File: src/rtl/core/glr_pkg.sv
`timescale 1ns / 1ps
`default_nettype none

package glr_pkg;

   // Field widths of the request and response payloads.
   localparam int X_W     = 9;
   localparam int Y_W     = 8;
   localparam int COLOR_W = 8;
   localparam int ADDR_W  = 16;

   // Default frame buffer geometry.
   localparam int SCREEN_WIDTH_DEFAULT = 320;

   // Request mode codes.
   localparam logic MODE_LOAD = 1'b0;
   localparam logic MODE_STEP = 1'b1;

endpackage

`default_nettype wire

File: src/rtl/core/glr_req_if.sv
`timescale 1ns / 1ps
`default_nettype none

// Request channel: line loads and pixel step requests.
interface glr_req_if;
   logic                           valid;
   logic                           ready;
   logic                           mode;
   logic [glr_pkg::X_W-1:0]        x_start;
   logic [glr_pkg::Y_W-1:0]        y_start;
   logic [glr_pkg::X_W-1:0]        x_end;
   logic [glr_pkg::Y_W-1:0]        y_end;
   logic [glr_pkg::COLOR_W-1:0]    start_color;
   logic [glr_pkg::COLOR_W-1:0]    end_color;

   modport source (
      output valid, mode, x_start, y_start, x_end, y_end, start_color, end_color,
      input  ready
   );

   modport sink (
      input  valid, mode, x_start, y_start, x_end, y_end, start_color, end_color,
      output ready
   );
endinterface

// Response channel: one emitted pixel per transfer.
interface glr_rsp_if;
   logic                           valid;
   logic                           ready;
   logic [glr_pkg::X_W-1:0]        pixel_x;
   logic [glr_pkg::Y_W-1:0]        pixel_y;
   logic [glr_pkg::ADDR_W-1:0]     pixel_address;
   logic [glr_pkg::COLOR_W-1:0]    pixel_color;
   logic                           last_pixel;

   modport source (
      output valid, pixel_x, pixel_y, pixel_address, pixel_color, last_pixel,
      input  ready
   );

   modport sink (
      input  valid, pixel_x, pixel_y, pixel_address, pixel_color, last_pixel,
      output ready
   );
endinterface

`default_nettype wire

File: src/rtl/core/gradient_line_rasterizer.sv
`timescale 1ns / 1ps
`default_nettype none

// Channel   Direction  Handshake      Moves
// req_ch    in         valid/ready    load of a line (mode 0) or pixel step (mode 1)
// rsp_ch    out        valid/ready    one pixel: column, row, address, color, last flag
//
// A step transfer puts its pixel in the response register on the next cycle.
// A load latches its line, then runs eight restoring division iterations of the shared
// subtractor and a sign correction step; the request side is not ready meanwhile.
// Reset clears the sequencer, the active line flag and the response valid.
// A stalled response holds its pixel; a new request is taken only when the response
// register is empty or being drained in the same cycle.

module gradient_line_rasterizer #(
   parameter int SCREEN_WIDTH = glr_pkg::SCREEN_WIDTH_DEFAULT
) (
   input  wire logic  clock,
   input  wire logic  reset,
   glr_req_if.sink    req_ch,
   glr_rsp_if.source  rsp_ch
);

   // Sequencer codes.
   localparam logic [1:0] ST_IDLE   = 2'd0;
   localparam logic [1:0] ST_DIVIDE = 2'd1;
   localparam logic [1:0] ST_FIXUP  = 2'd2;

   // Control registers.
   logic [1:0]         state_ff, state_in;
   logic               line_active_ff, line_active_in;
   logic               out_valid_ff, out_valid_in;

   // Line walk registers.
   logic [8:0]         cur_col_ff, cur_col_in;
   logic [7:0]         cur_row_ff, cur_row_in;
   logic signed [11:0] decision_ff, decision_in;
   logic signed [11:0] straight_ff, straight_in;
   logic signed [11:0] diagonal_ff, diagonal_in;
   logic               major_x_ff, major_x_in;
   logic               x_neg_ff, x_neg_in;
   logic               y_neg_ff, y_neg_in;
   logic [9:0]         pixels_left_ff, pixels_left_in;

   // Color ramp registers.
   logic [7:0]         ramp_base_ff, ramp_base_in;
   logic signed [8:0]  ramp_quotient_ff, ramp_quotient_in;
   logic [9:0]         ramp_remainder_ff, ramp_remainder_in;
   logic [9:0]         ramp_divisor_ff, ramp_divisor_in;
   logic signed [8:0]  ramp_whole_ff, ramp_whole_in;
   logic [9:0]         ramp_fraction_ff, ramp_fraction_in;

   // Divider working registers.
   logic [7:0]         div_num_ff, div_num_in;
   logic               div_neg_ff, div_neg_in;
   logic [7:0]         div_quo_ff, div_quo_in;
   logic [2:0]         div_count_ff, div_count_in;

   // Response registers.
   logic [glr_pkg::X_W-1:0]     out_x_ff, out_x_in;
   logic [glr_pkg::Y_W-1:0]     out_y_ff, out_y_in;
   logic [glr_pkg::ADDR_W-1:0]  out_addr_ff, out_addr_in;
   logic [glr_pkg::COLOR_W-1:0] out_color_ff, out_color_in;
   logic                        out_last_ff, out_last_in;

   // Handshake.
   logic req_ready;
   logic req_fire;
   logic load_fire;
   logic step_fire;

   assign req_ready = (state_ff == ST_IDLE) && (!out_valid_ff || rsp_ch.ready);
   assign req_fire  = req_ch.valid && req_ready;
   assign load_fire = req_fire && (req_ch.mode == glr_pkg::MODE_LOAD);
   assign step_fire = req_fire && (req_ch.mode == glr_pkg::MODE_STEP) && line_active_ff;

   assign req_ch.ready         = req_ready;
   assign rsp_ch.valid         = out_valid_ff;
   assign rsp_ch.pixel_x       = out_x_ff;
   assign rsp_ch.pixel_y       = out_y_ff;
   assign rsp_ch.pixel_address = out_addr_ff;
   assign rsp_ch.pixel_color   = out_color_ff;
   assign rsp_ch.last_pixel    = out_last_ff;

   // Line setup from the endpoints and colors of a load.
   logic [8:0]  dx;
   logic [8:0]  dy;
   logic [8:0]  major;
   logic [8:0]  minor;
   logic        color_neg;
   logic [7:0]  color_mag;

   always_comb begin
      dx = (req_ch.x_start > req_ch.x_end) ? (req_ch.x_start - req_ch.x_end)
                                           : (req_ch.x_end - req_ch.x_start);
      dy = (req_ch.y_start > req_ch.y_end) ? {1'b0, req_ch.y_start - req_ch.y_end}
                                           : {1'b0, req_ch.y_end - req_ch.y_start};
      major     = (dx >= dy) ? dx : dy;
      minor     = (dx >= dy) ? dy : dx;
      color_neg = req_ch.end_color < req_ch.start_color;
      color_mag = color_neg ? (req_ch.start_color - req_ch.end_color)
                            : (req_ch.end_color - req_ch.start_color);
   end

   // Shared subtractor: division trial step, then the remainder correction.
   logic [10:0] sub_a;
   logic [10:0] sub_b;
   logic [11:0] sub_res;
   logic        sub_borrow;

   always_comb begin
      unique case (state_ff)
         ST_DIVIDE: begin
            sub_a = {ramp_remainder_ff, div_num_ff[7]};
            sub_b = {1'b0, ramp_divisor_ff};
         end
         default: begin
            sub_a = {1'b0, ramp_divisor_ff};
            sub_b = {1'b0, ramp_remainder_ff};
         end
      endcase
      sub_res    = {1'b0, sub_a} - {1'b0, sub_b};
      sub_borrow = sub_res[11];
   end

   // Pixel step: Bresenham move, ramp accumulation and address.
   logic [10:0] frac_sum;
   logic        frac_wrap;
   logic        is_last;
   logic [31:0] addr_full;

   always_comb begin
      frac_sum  = {1'b0, ramp_fraction_ff} + {1'b0, ramp_remainder_ff};
      frac_wrap = frac_sum >= {1'b0, ramp_divisor_ff};
      is_last   = pixels_left_ff <= 10'd1;
      addr_full = 32'(cur_col_ff) + 32'(cur_row_ff) * 32'(SCREEN_WIDTH);
   end

   // Next-state logic.
   always_comb begin
      state_in          = state_ff;
      line_active_in    = line_active_ff;
      cur_col_in        = cur_col_ff;
      cur_row_in        = cur_row_ff;
      decision_in       = decision_ff;
      straight_in       = straight_ff;
      diagonal_in       = diagonal_ff;
      major_x_in        = major_x_ff;
      x_neg_in          = x_neg_ff;
      y_neg_in          = y_neg_ff;
      pixels_left_in    = pixels_left_ff;
      ramp_base_in      = ramp_base_ff;
      ramp_quotient_in  = ramp_quotient_ff;
      ramp_remainder_in = ramp_remainder_ff;
      ramp_divisor_in   = ramp_divisor_ff;
      ramp_whole_in     = ramp_whole_ff;
      ramp_fraction_in  = ramp_fraction_ff;
      div_num_in        = div_num_ff;
      div_neg_in        = div_neg_ff;
      div_quo_in        = div_quo_ff;
      div_count_in      = div_count_ff;

      unique case (state_ff)
         ST_IDLE: begin
            if (load_fire) begin
               // Latch the line and start the color division.
               line_active_in    = 1'b0;
               cur_col_in        = req_ch.x_start;
               cur_row_in        = req_ch.y_start;
               major_x_in        = dx >= dy;
               x_neg_in          = req_ch.x_start > req_ch.x_end;
               y_neg_in          = req_ch.y_start > req_ch.y_end;
               straight_in       = $signed({2'b00, minor, 1'b0});
               diagonal_in       = $signed({2'b00, minor, 1'b0}) - $signed({2'b00, major, 1'b0});
               decision_in       = $signed({2'b00, minor, 1'b0}) - $signed({3'b000, major});
               pixels_left_in    = {1'b0, major} + 10'd1;
               ramp_base_in      = req_ch.start_color;
               ramp_divisor_in   = {1'b0, major} + 10'd2;
               ramp_remainder_in = '0;
               div_num_in        = color_mag;
               div_neg_in        = color_neg;
               div_quo_in        = '0;
               div_count_in      = 3'd7;
               state_in          = ST_DIVIDE;
            end else if (step_fire) begin
               if (decision_ff[11]) begin
                  decision_in = decision_ff + straight_ff;
                  if (major_x_ff) begin
                     cur_col_in = x_neg_ff ? cur_col_ff - 9'd1 : cur_col_ff + 9'd1;
                  end else begin
                     cur_row_in = y_neg_ff ? cur_row_ff - 8'd1 : cur_row_ff + 8'd1;
                  end
               end else begin
                  decision_in = decision_ff + diagonal_ff;
                  cur_col_in  = x_neg_ff ? cur_col_ff - 9'd1 : cur_col_ff + 9'd1;
                  cur_row_in  = y_neg_ff ? cur_row_ff - 8'd1 : cur_row_ff + 8'd1;
               end
               ramp_whole_in = ramp_whole_ff + ramp_quotient_ff + $signed({8'd0, frac_wrap});
               ramp_fraction_in = frac_wrap ? 10'(frac_sum - {1'b0, ramp_divisor_ff})
                                            : frac_sum[9:0];
               if (is_last) begin
                  pixels_left_in = '0;
                  line_active_in = 1'b0;
               end else begin
                  pixels_left_in = pixels_left_ff - 10'd1;
               end
            end
         end
         ST_DIVIDE: begin
            // One restoring division step per cycle on the color magnitude.
            if (!sub_borrow) begin
               ramp_remainder_in = sub_res[9:0];
            end else begin
               ramp_remainder_in = sub_a[9:0];
            end
            div_quo_in   = {div_quo_ff[6:0], !sub_borrow};
            div_num_in   = {div_num_ff[6:0], 1'b0};
            div_count_in = div_count_ff - 3'd1;
            if (div_count_ff == 3'd0) begin
               state_in = ST_FIXUP;
            end
         end
         ST_FIXUP: begin
            // Turn the magnitude result into a floor quotient and a non-negative remainder.
            if (div_neg_ff && (ramp_remainder_ff != '0)) begin
               ramp_quotient_in  = ~$signed({1'b0, div_quo_ff});
               ramp_remainder_in = sub_res[9:0];
            end else if (div_neg_ff) begin
               ramp_quotient_in  = -$signed({1'b0, div_quo_ff});
            end else begin
               ramp_quotient_in  = $signed({1'b0, div_quo_ff});
            end
            ramp_whole_in    = ramp_quotient_in;
            ramp_fraction_in = ramp_remainder_in;
            line_active_in   = 1'b1;
            state_in         = ST_IDLE;
         end
         default: begin
            state_in = ST_IDLE;
         end
      endcase
   end

   // Response register.
   always_comb begin
      out_x_in     = out_x_ff;
      out_y_in     = out_y_ff;
      out_addr_in  = out_addr_ff;
      out_color_in = out_color_ff;
      out_last_in  = out_last_ff;
      out_valid_in = out_valid_ff;
      if (step_fire) begin
         out_x_in     = cur_col_ff;
         out_y_in     = cur_row_ff;
         out_addr_in  = addr_full[glr_pkg::ADDR_W-1:0];
         out_color_in = ramp_base_ff + ramp_whole_ff[7:0];
         out_last_in  = is_last;
         out_valid_in = 1'b1;
      end else if (rsp_ch.ready) begin
         out_valid_in = 1'b0;
      end
   end

   // Control state.
   always_ff @(posedge clock) begin
      if (reset) begin
         state_ff       <= ST_IDLE;
         line_active_ff <= 1'b0;
         out_valid_ff   <= 1'b0;
      end else begin
         state_ff       <= state_in;
         line_active_ff <= line_active_in;
         out_valid_ff   <= out_valid_in;
      end
   end

   // Working and payload state.
   always_ff @(posedge clock) begin
      cur_col_ff        <= cur_col_in;
      cur_row_ff        <= cur_row_in;
      decision_ff       <= decision_in;
      straight_ff       <= straight_in;
      diagonal_ff       <= diagonal_in;
      major_x_ff        <= major_x_in;
      x_neg_ff          <= x_neg_in;
      y_neg_ff          <= y_neg_in;
      pixels_left_ff    <= pixels_left_in;
      ramp_base_ff      <= ramp_base_in;
      ramp_quotient_ff  <= ramp_quotient_in;
      ramp_remainder_ff <= ramp_remainder_in;
      ramp_divisor_ff   <= ramp_divisor_in;
      ramp_whole_ff     <= ramp_whole_in;
      ramp_fraction_ff  <= ramp_fraction_in;
      div_num_ff        <= div_num_in;
      div_neg_ff        <= div_neg_in;
      div_quo_ff        <= div_quo_in;
      div_count_ff      <= div_count_in;
      out_x_ff          <= out_x_in;
      out_y_ff          <= out_y_in;
      out_addr_ff       <= out_addr_in;
      out_color_ff      <= out_color_in;
      out_last_ff       <= out_last_in;
   end

endmodule

`default_nettype wire

File: src/flat_wrapper.sv
// flat-port wrapper written by rule: the top's interface ports become plain ports
module gradient_line_rasterizer_flat 
#(
   parameter int SCREEN_WIDTH = glr_pkg::SCREEN_WIDTH_DEFAULT
)
  (clock, reset, req_ch_valid, req_ch_mode, req_ch_x_start, req_ch_y_start, req_ch_x_end, req_ch_y_end, req_ch_start_color, req_ch_end_color, req_ch_ready, rsp_ch_valid, rsp_ch_pixel_x, rsp_ch_pixel_y, rsp_ch_pixel_address, rsp_ch_pixel_color, rsp_ch_last_pixel, rsp_ch_ready);
  glr_req_if req_ch_i ();
  glr_rsp_if rsp_ch_i ();
  input  wire logic clock;
  input  wire logic reset;
  input wire logic [$bits(req_ch_i.valid)-1:0] req_ch_valid;
  input wire logic [$bits(req_ch_i.mode)-1:0] req_ch_mode;
  input wire logic [$bits(req_ch_i.x_start)-1:0] req_ch_x_start;
  input wire logic [$bits(req_ch_i.y_start)-1:0] req_ch_y_start;
  input wire logic [$bits(req_ch_i.x_end)-1:0] req_ch_x_end;
  input wire logic [$bits(req_ch_i.y_end)-1:0] req_ch_y_end;
  input wire logic [$bits(req_ch_i.start_color)-1:0] req_ch_start_color;
  input wire logic [$bits(req_ch_i.end_color)-1:0] req_ch_end_color;
  output wire logic [$bits(req_ch_i.ready)-1:0] req_ch_ready;
  output wire logic [$bits(rsp_ch_i.valid)-1:0] rsp_ch_valid;
  output wire logic [$bits(rsp_ch_i.pixel_x)-1:0] rsp_ch_pixel_x;
  output wire logic [$bits(rsp_ch_i.pixel_y)-1:0] rsp_ch_pixel_y;
  output wire logic [$bits(rsp_ch_i.pixel_address)-1:0] rsp_ch_pixel_address;
  output wire logic [$bits(rsp_ch_i.pixel_color)-1:0] rsp_ch_pixel_color;
  output wire logic [$bits(rsp_ch_i.last_pixel)-1:0] rsp_ch_last_pixel;
  input wire logic [$bits(rsp_ch_i.ready)-1:0] rsp_ch_ready;
  assign req_ch_i.valid = req_ch_valid;
  assign req_ch_i.mode = req_ch_mode;
  assign req_ch_i.x_start = req_ch_x_start;
  assign req_ch_i.y_start = req_ch_y_start;
  assign req_ch_i.x_end = req_ch_x_end;
  assign req_ch_i.y_end = req_ch_y_end;
  assign req_ch_i.start_color = req_ch_start_color;
  assign req_ch_i.end_color = req_ch_end_color;
  assign req_ch_ready = req_ch_i.ready;
  assign rsp_ch_valid = rsp_ch_i.valid;
  assign rsp_ch_pixel_x = rsp_ch_i.pixel_x;
  assign rsp_ch_pixel_y = rsp_ch_i.pixel_y;
  assign rsp_ch_pixel_address = rsp_ch_i.pixel_address;
  assign rsp_ch_pixel_color = rsp_ch_i.pixel_color;
  assign rsp_ch_last_pixel = rsp_ch_i.last_pixel;
  assign rsp_ch_i.ready = rsp_ch_ready;
  gradient_line_rasterizer #(.SCREEN_WIDTH(SCREEN_WIDTH)) u_core (.clock(clock), .reset(reset), .req_ch(req_ch_i), .rsp_ch(rsp_ch_i));
endmodule
File: config.mk
export PLATFORM = sky130hd
export DESIGN_NAME = gradient_line_rasterizer_flat
export DESIGN_NICKNAME = d
export VERILOG_FILES = /design/src/rtl/core/glr_pkg.sv /design/src/rtl/core/glr_req_if.sv /design/src/rtl/core/gradient_line_rasterizer.sv /design/src/flat_wrapper.sv
export SDC_FILE = /design/constraint.sdc
export NUM_CORES = 1
export LEC_CHECK = 0
export ABC_AREA = 1
export BUFFER_PORTS_ARGS = -buffer_cell sky130_fd_sc_hd__buf_2
export CAP_MARGIN = 20
export CORE_ASPECT_RATIO = 0.8
export CORE_MARGIN = 1
export CORE_UTILIZATION = 60
export CTS_CLUSTER_SIZE = 20
export DETAILED_ROUTE_END_ITERATION = 6
export GPL_TIMING_DRIVEN = 0
export PLACE_DENSITY = 0.79
export SKIP_CTS_REPAIR_TIMING = 1
export SYNTH_ARGS = -nofsm -noshare
export SYNTH_HDL_FRONTEND = slang
export SYNTH_SLANG_ARGS = --single-unit
File: constraint.sdc
create_clock -name clock -period 6.3 [get_ports clock]
set_input_delay 1.26 -clock clock [delete_from_list [all_inputs] [get_ports clock]]
set_output_delay 1.26 -clock clock [all_outputs]
set_load 0.005 [all_outputs]
# Word-level counts from Yosys, hierarchy flattened
# Cells that the tools add are included.
# word_totals
register_bits,185
in_bits,55
output_inout_bits,44
word_cells,149
# classes
n_addsub,26
multipliers,1
n_lt_le_gt_ge,6
eq_ne,10
n_mux,51
bitwise,2
n_reduce_logical,26
# op_table
op,count
$mux W9,12
$mux W10,10
$mux W8,9
$mux W12,3
$pmux W8 S2,2
$sub A8 B8 Y8,4
$pmux W10 S3,1
$pmux W10 S2,1
$pmux W9 S2,1
$sub A9 B9 Y9,2
$add A9 B16 Y16,1
$add A12 B11 Y12,1
$add A12 B12 Y12,1
$reduce_and A3 Y1,4
$sub A11 B10 Y12,1
$add A10 B10 Y11,1
$ge A11 B10 Y1,1
$mux W11,1
$sub A10 B10 Y11,1
$sub A10 B9 Y11,1
$add A9 B1 Y10 const B,1
$add A9 B2 Y10 const B,1
$le A10 B1 Y1 const B,1
$mul A8 B3 Y10 const B,1
other kinds (38),60

# Longest topological paths before layout
# Gate-level depths: netlist of run 1.
# logic_depth
word_depth,9
depth_mapped,42
ltp_nobuf,39

# Worst setup path before layout of run 1
# Ideal clock, no wire load.
# synth_path
kind,input-to-reg
from,in req_ch_x_end[3]
to,"reg u_core.decision_ff[8], data pin"
setup_time_ps,261
t_arrival_ps,5179
required_ps,6039
path_slack_ps,860
path_stages,30
path_buffers,2
path_cell_list,inv_1 > ha_1 > buf_4 > nand2_2 > inv_2 > nand2_1 > nand2_1 > a21oi_1 > nor2_1 > nor2_1 > xor2_1 > inv_1 > o21ai_0 > inv_1 > ha_1 > nand2_1 > nor2_1 > nand4_1 > nand2_1 > nor2_1 > o2111ai_4 > buf_4 > o21ai_1 > ha_1 > a21oi_1 > nor2_1 > a211oi_1 > nand3_1 > nand3_1 > nand2_1
# synth_via
elab_chain_cells,6
elab_cells_between_ends,9
# synth_rtl
item,line_no,rtl
"start, declared",flat_wrapper.sv:15,input wire logic [$bits(req_ch_i.x_end)-1:0] req_ch_x_end;
$sub A9 B9 Y9 (tied with other cells),gradient_line_rasterizer.sv:95,: (req_ch.x_end - req_ch.x_start);
$mux W9 (*),gradient_line_rasterizer.sv:94,dx = (req_ch.x_start > req_ch.x_end) ? (req_ch.x_start - req_ch.x_end)
$ge A9 B9 Y1,gradient_line_rasterizer.sv:99,minor = (dx >= dy) ? dy : dx;
$mux W9 (*),gradient_line_rasterizer.sv:99,
named net u_core.minor[4],gradient_line_rasterizer.sv:89,logic [8:0] minor;
$sub A10 B9 Y11 (*),gradient_line_rasterizer.sv:175,"decision_in = $signed({2'b00, minor, 1'b0}) - $signed({3'b000, major});"
$mux W12 (*),gradient_line_rasterizer.sv:165,if (load_fire) begin
"end signal, assigned",gradient_line_rasterizer.sv:281,decision_ff <= decision_in;
"end, declared",gradient_line_rasterizer.sv:37,"logic signed [11:0] decision_ff, decision_in;"
# The timed path passes the listed nets; every way through them passes the cells marked *.
# A chain may end at the register's enable or synchronous reset.

# Worst setup path after layout of run 1
# layout_path
from,in req_ch_y_start[0]
to,"reg u_core.decision_ff[11], data pin"
# layout_via
elab_chain_cells,6
elab_cells_between_ends,9
# layout_rtl
item,line_no,rtl
"start, declared",flat_wrapper.sv:14,input wire logic [$bits(req_ch_i.y_start)-1:0] req_ch_y_start;
$sub A8 B8 Y8 (tied with other cells),gradient_line_rasterizer.sv:97,": {1'b0, req_ch.y_end - req_ch.y_start};"
$mux W8 (*),gradient_line_rasterizer.sv:96,"dy = (req_ch.y_start > req_ch.y_end) ? {1'b0, req_ch.y_start - req_ch.y_end}"
$ge A9 B9 Y1,"gradient_line_rasterizer.sv:98, gradient_line_rasterizer.sv:99",
$mux W9 (on tied branches),"gradient_line_rasterizer.sv:99, gradient_line_rasterizer.sv:98",
$sub A10 B9 Y11 (*),gradient_line_rasterizer.sv:175,
$mux W12 (*),gradient_line_rasterizer.sv:165,
# Every way passes the cells marked *; elsewhere a longest branch is shown, timed or not.

==> results of run 1 <==
[logic make-up (layout without fill, tap and decap cells)]
family                   count (synthesis)  count (layout)  synth area share
multiplexers                             3               3           0.00211
flip-flops                             174             174             0.365
XOR/XNOR                               102             102            0.0628
AND/OR/NAND/NOR                        639             639             0.189
AO/OA/AOI/OAI                          322             322             0.131
adder cells (fa/ha/maj)                169             169             0.158
other                                    1               1          0.000264
buffers and inverters                  331             468            0.0927
[cell usage in the layout (no fill, tap or decap), types with 8 or more instances in the layout]
| cell type | n |
|---|---|
| nand2_1 | 384 |
| inv_1 | 276 |
| edfxtp_1 | 170 |
| ha_1 | 152 |
| o21ai_0 | 116 |
| nor2_1 | 115 |
| a21oi_1 | 112 |
| buf_2 | 101 |
| nand3_1 | 73 |
| xor2_1 | 72 |
| xnor2_1 | 29 |
| clkbuf_1 | 24 |
| fa_1 | 17 |
| clkbuf_16 | 17 |
| nand2_2 | 15 |
| buf_4 | 14 |
| nand4_1 | 11 |
| o21ai_2 | 11 |
| o21ai_1 | 11 |
| o211ai_1 | 11 |
| inv_2 | 10 |
| nor3_1 | 10 |
| o22ai_1 | 10 |
| a22o_1 | 8 |
[per-layer routing]
metal  vias up  part of all wire  GRT usage
met5         -           0.00037          0
met4         2             0.016     0.0803
met3        50             0.083     0.0508
met2       476              0.45      0.464
met1      5725              0.45      0.420
li1       6022                 -          -
[worst max-delay path: cells and delay by family]
kind	cells	cell delay [ns]
AO/OA/AOI/OAI	2	0.26
XOR/XNOR	1	0.20
adder cells (fa/ha/maj)	4	1.10
buffers and inverters	9	0.77
AND/OR/NAND/NOR	22	2.56
[through the flow]
step / std cells / setup TNS [ns]
after floorplan: 1741 / 0
after global placement: 2145 / -0.194
after detailed placement: 2149 / -0.475
after CTS: 2181 / 0
after global routing: 2184 / 0
final: 2184 / 0
[power groups by stage]
stage,Sequential (µW),Clock [µW],Combinational (µW)
final,2070,1090,5090
after global routing,2100,1130,5750
after CTS,2070,1090,4990
after detailed placement,2090,0,4920
after global placement,2080,0,4710
after floorplan,2010,0,3870
[state kept, by name (all words and copies together) (netlist names), 9 cells and up]
| signal | cells |
|---|---|
| u_core.cur_col_ff | 9 |
| u_core.decision_ff | 11 |
| u_core.diagonal_ff | 10 |
| u_core.pixels_left_ff | 10 |
| u_core.ramp_divisor_ff | 10 |
| u_core.ramp_fraction_ff | 10 |
| u_core.ramp_remainder_ff | 10 |
| u_core.rsp_ch.pixel_address | 16 |
| u_core.straight_ff | 9 |
[layout make-up]
| type | instances | area [µm²] |
|---|---|---|
| Buffer | 40 | 224 |
| Clock buffer | 19 | 443 |
| Clock inverter | 13 | 153 |
| Fill cell | 1834 | 7080 |
| Inverter | 291 | 1100 |
| Multi-Input combinational cell | 1236 | 7750 |
| Sequential cell | 174 | 5180 |
| Tap cell | 306 | 383 |
| Timing Repair Buffer | 105 | 558 |
[how the worst max path moves through the flow]
stage / from / cells past startpoint / slack [ns] / to
after floorplan: req_ch_x_end[3] / 30 / 0.86 / u_core.decision_ff[8]$_DFFE_PP_
after global placement: req_ch_y_start[0] / 30 / -0.07 / u_core.decision_ff[8]$_DFFE_PP_
after detailed placement: req_ch_y_start[0] / 31 / -0.17 / u_core.decision_ff[11]$_DFFE_PP_
after CTS: req_ch_y_start[0] / 31 / 0.24 / u_core.decision_ff[11]$_DFFE_PP_
after global routing: req_ch_y_start[0] / 38 / 0.07 / u_core.decision_ff[10]$_DFFE_PP_
final: req_ch_y_start[0] / 38 / 0.42 / u_core.decision_ff[11]$_DFFE_PP_
==> results.sh, run 1 <==
export IMPL_reg2reg_to="u_core.ramp_whole_ff[7]$_DFFE_PP_"
export IMPL_start_util=0.622
export IMPL_post_dp_hpwl_um=27100
export IMPL_ys_seq_area_frac=0.365
export IMPL_cp_end_kind="flop"
export IMPL_antenna_found_initial=1
export IMPL_rows=49
export IMPL_p_int_uw=4350
export IMPL_timing_rr_start="u_core.ramp_remainder_ff[1]$_DFFE_PP_"
export IMPL_ys_seq_elements=174
export IMPL_grt_usage=0.295
export IMPL_fmax_ghz=0.170
export IMPL_synth_warnings=0
export IMPL_max_stage_delay_ns=0.40
export IMPL_fin_util=0.691
export IMPL_clockBufferDepth=2
export IMPL_port_buffers=98
export IMPL_tritoncts_num_buffers=17
export IMPL_critPathKind="in2reg"
export IMPL_min_to="u_core.rsp_ch.pixel_address[4]$_DFFE_PP_"
export IMPL_finalWorstSetupSlack_ns=0.421
export IMPL_holdPathStages=0
export IMPL_drv_slew=0
export IMPL_synthTopCellsByCount="nand2_1, inv_1, edfxtp_1"
export IMPL_status="completed"
export IMPL_htree_levels=4
export IMPL_p_sw_frac=0.472
export IMPL_setup_viol=0
export IMPL_drive_above_1_share=0.117
export IMPL_place_ws_ns=-0.171
export IMPL_grt_setup_unrepaired="false"
export IMPL_holdWs_ns=0.468
export IMPL_cp_required_ns=6.60
export IMPL_arrival_ns=6.18
export IMPL_layout_nets=2089
export IMPL_grt_max_degree=40
export IMPL_dr_first_iter_drc_count=1269
export IMPL_min_from="u_core.cur_col_ff[4]$_DFFE_PP_"
export IMPL_antennaDiodeCount=0
export IMPL_synth_top_cell_area_share=0.359
export IMPL_die_w_um=174
export IMPL_overflow=0
export IMPL_yosysMostFrequentCell="nand2_1"
export IMPL_die_height_um=140
export IMPL_worst_slew_pin_slew_ns=1.05
export IMPL_fin_crit_sh=0.933
export IMPL_hp_class="reg2reg"
export IMPL_synth_edf_count=170
export IMPL_root_buffer="clkbuf_16"
export IMPL_vias=12275
export IMPL_grt_pass1_wl_um=56800
export IMPL_slew_headroom=0.293
export IMPL_syn_area_um2=14200
export IMPL_power_uw=8250
export IMPL_p_seq_frac=0.251
export IMPL_gp_congestion=0.908
export IMPL_ant_nets=0
export IMPL_yosys_area_top_type="edfxtp_1"
export IMPL_cts_sinks=174
export IMPL_avgSynthCellArea_um2=8.17
export IMPL_hold_viol=0
export IMPL_start_kind="input pin"
export IMPL_tritoncts="built"
export IMPL_synth_cell_types=53
export IMPL_synth_area_leaders="edfxtp_1, ha_1, nand2_1"
export IMPL_clk_latency_ns=0.44
export IMPL_clk_pin_slew_ns=0.07
export IMPL_cp_max_fo=10
export IMPL_reg2regPathDepth=31
export IMPL_placed_cell_area_um2=15100
export IMPL_boundaryPins=99
export IMPL_synthCells=1741
export IMPL_totalWireLength_um=34800
export IMPL_die_area_um2=24300
export IMPL_syn_nets=1965
export IMPL_via_per_inst=5.62
export IMPL_wl_per_cell_um=15.9
export IMPL_crit_top_cell="nand2_1"
export IMPL_p_leak_uw=0.00759
export IMPL_power_density_nw_per_um2=522
export IMPL_drt_pass1_iterations=6
export IMPL_grt_pass1_vias=11554
export IMPL_stdcell_area_um2=15800
export IMPL_slowest_stage="fa_1"
export IMPL_netSwitchingPower_uw=3900
export IMPL_clock_power_share=0.132
export IMPL_p_comb_frac=0.617
export IMPL_drc=0
export IMPL_synth_flop_cell="edfxtp_1"
export IMPL_maxCapViolCount=0
export IMPL_worst_r2r_setup_slack_ns=0.69
export IMPL_async_reset_ff_frac=0
export IMPL_area_growth_pct=11.1
export IMPL_period_needed_ns=5.88
export IMPL_irDropWorstVdd_mv=0.310
export IMPL_core_um2=22900
export IMPL_worst_clock_skew_ns=0.0167
Note: power is estimated with default switching activity, not from simulation.
==> inputs of run 2 (changes only) <==
--- a/config.mk
+++ b/config.mk
@@ -15,6 +15,7 @@
 export DETAILED_ROUTE_END_ITERATION = 6
 export GPL_TIMING_DRIVEN = 0
 export PLACE_DENSITY = 0.79
+export RECOVER_POWER = 50
 export SKIP_CTS_REPAIR_TIMING = 1
 export SYNTH_ARGS = -nofsm -noshare
 export SYNTH_HDL_FRONTEND = slang
==> results.sh, run 2 (same netlist as run 1, synthesis figures left out) <==
export IMPL_post_dp_hpwl_um=27100
export IMPL_area_growth_pct=10.8
export IMPL_cp_end_kind="flop"
export IMPL_tritoncts="built"
export IMPL_p_comb_frac=0.617
export IMPL_core_um2=22900
export IMPL_irDropWorstVdd_mv=0.311
export IMPL_grt_pass1_wl_um=56800
export IMPL_die_area_um2=24300
export IMPL_nFillCells=1842
export IMPL_power_uw=8250
export IMPL_clock_power_share=0.132
export IMPL_via_per_inst=5.62
export IMPL_drc=0
export IMPL_fmax_ghz=0.170
export IMPL_hold_viol=0
export IMPL_fin_crit_sh=0.935
export IMPL_p_leak_uw=0.00753
export IMPL_min_from="u_core.cur_col_ff[4]$_DFFE_PP_"
export IMPL_tritoncts_num_buffers=17
export IMPL_worst_r2r_setup_slack_ns=0.67
export IMPL_largest_reg_flops=16
export IMPL_port_buffers=98
export IMPL_slowest_stage="fa_1"
export IMPL_clockBufferDepth=2
export IMPL_timing_rr_start="u_core.ramp_remainder_ff[1]$_DFFE_PP_"
export IMPL_slew_headroom=-0.123
export IMPL_cts_sinks=174
export IMPL_reg2reg_to="u_core.ramp_whole_ff[7]$_DFFE_PP_"
export IMPL_violations="max-capacitance violations, max-slew violations"
export IMPL_clk_pin_slew_ns=0.07
export IMPL_mostFrequentLayoutCell="nand2_1"
export IMPL_gp_congestion=0.908
export IMPL_grt_pass1_vias=11554
export IMPL_critPathKind="in2reg"
export IMPL_p_seq_frac=0.252
export IMPL_drv_slew=39
export IMPL_ant_nets=0
export IMPL_p_int_uw=4340
export IMPL_netSwitchingPower_uw=3910
export IMPL_status="finished, violations left"
export IMPL_p_sw_frac=0.474
export IMPL_start_kind="input pin"
export IMPL_cp_max_fo=10
export IMPL_die_w_um=174
export IMPL_antenna_found_initial=1
export IMPL_overflow=0
export IMPL_vias=12275
export IMPL_final_cell_mix="nand2_1, inv_1, edfxtp_1"
export IMPL_rows=49
export IMPL_grt_usage=0.295
export IMPL_maxCapViolCount=1
export IMPL_htree_levels=4
export IMPL_worst_slew_pin_slew_ns=1.68
export IMPL_dr_first_iter_drc_count=1339
export IMPL_grt_setup_unrepaired="false"
export IMPL_clk_latency_ns=0.44
export IMPL_hp_class="reg2reg"
export IMPL_endpoint="u_core.decision_ff[11]$_DFFE_PP_"
export IMPL_die_height_um=140
export IMPL_start_util=0.622
export IMPL_wl_per_cell_um=16.0
export IMPL_totalWireLength_um=34900
export IMPL_boundaryPins=99
export IMPL_arrival_ns=6.19
export IMPL_layout_nets=2089
export IMPL_drive_above_1_share=0.104
export IMPL_fin_util=0.689
export IMPL_cp_required_ns=6.60
export IMPL_grt_max_degree=40
export IMPL_max_stage_delay_ns=0.40
export IMPL_crit_start="req_ch_y_start[0]"
export IMPL_seqCellArea_um2=5180
export IMPL_drt_pass1_iterations=6
export IMPL_root_buffer="clkbuf_16"
export IMPL_worst_clock_skew_ns=0.0141
export IMPL_power_density_nw_per_um2=524
export IMPL_reg2regPathDepth=31
export IMPL_period_needed_ns=5.89
export IMPL_setup_viol=0
export IMPL_multiInputGateArea_um2=7740
export IMPL_crit_top_cell="nand2_1"
-- run 2: how the worst min path moves through the flow --
stage / end / slack, ns / cells past startpoint
floorplan: u_core.rsp_ch.pixel_address[2]$_DFFE_PP_ / 0.43 / 0
global placement: u_core.rsp_ch.pixel_address[4]$_DFFE_PP_ / 0.45 / 0
detailed placement: u_core.rsp_ch.pixel_address[2]$_DFFE_PP_ / 0.45 / 0
CTS: u_core.rsp_ch.pixel_address[4]$_DFFE_PP_ / 0.47 / 0
global route: u_core.rsp_ch.pixel_address[2]$_DFFE_PP_ / 0.48 / 0
finish: u_core.rsp_ch.pixel_address[4]$_DFFE_PP_ / 0.47 / 0
-- run 2: worst max-delay path: cells and delay by family --
family	cells	cell delay [ns]
adders and majority gates	4	1.07
AOI/OAI and AO/OA	2	0.26
buffers and inverters	9	0.77
and+or+nand+nor	22	2.57
xor gates and xnor gates	1	0.24
-- run 2: cell type report --
cell class              count  share of cell area
multi-input cells        1236               0.491
well taps                 306              0.0243
flip-flops and latches    174               0.329
plain buffers              40              0.0141
inverters                 291              0.0697
clock inverters            13             0.00969
diodes                      1            0.000159
clock buffers              19              0.0281
repair buffers            105              0.0333
-- run 2: power by group through the flow --
stage                     clock network, µW  registers (µW)  logic (µW)
after global routing                   1130            2100        5740
after CTS                              1090            2070        4990
after detailed placement                  0            2090        4920
after floorplan                           0            2010        3870
after global placement                    0            2080        4710
final                                  1090            2080        5090
-- run 2: metrics by stage --
step	cells	hold WS [ns]	setup TNS (ns)	setup slack (ns)	area, µm²
after floorplan	1741	0.433	0	0.860	14200
after global placement	2145	0.448	-0.194	-0.0695	15100
after global routing	2184	0.476	0	0.0690	15700
after detailed placement	2149	0.454	-0.475	-0.171	15100
after CTS	2181	0.468	0	0.240	15700
final	2185	0.465	0	0.411	15800
-- run 2: routing by layer --
layer | track usage | part of all wire
met1 | 0.420 | 0.46
met2 | 0.464 | 0.44
met3 | 0.0508 | 0.082
met4 | 0.0803 | 0.016
met5 | 0 | 0.00037
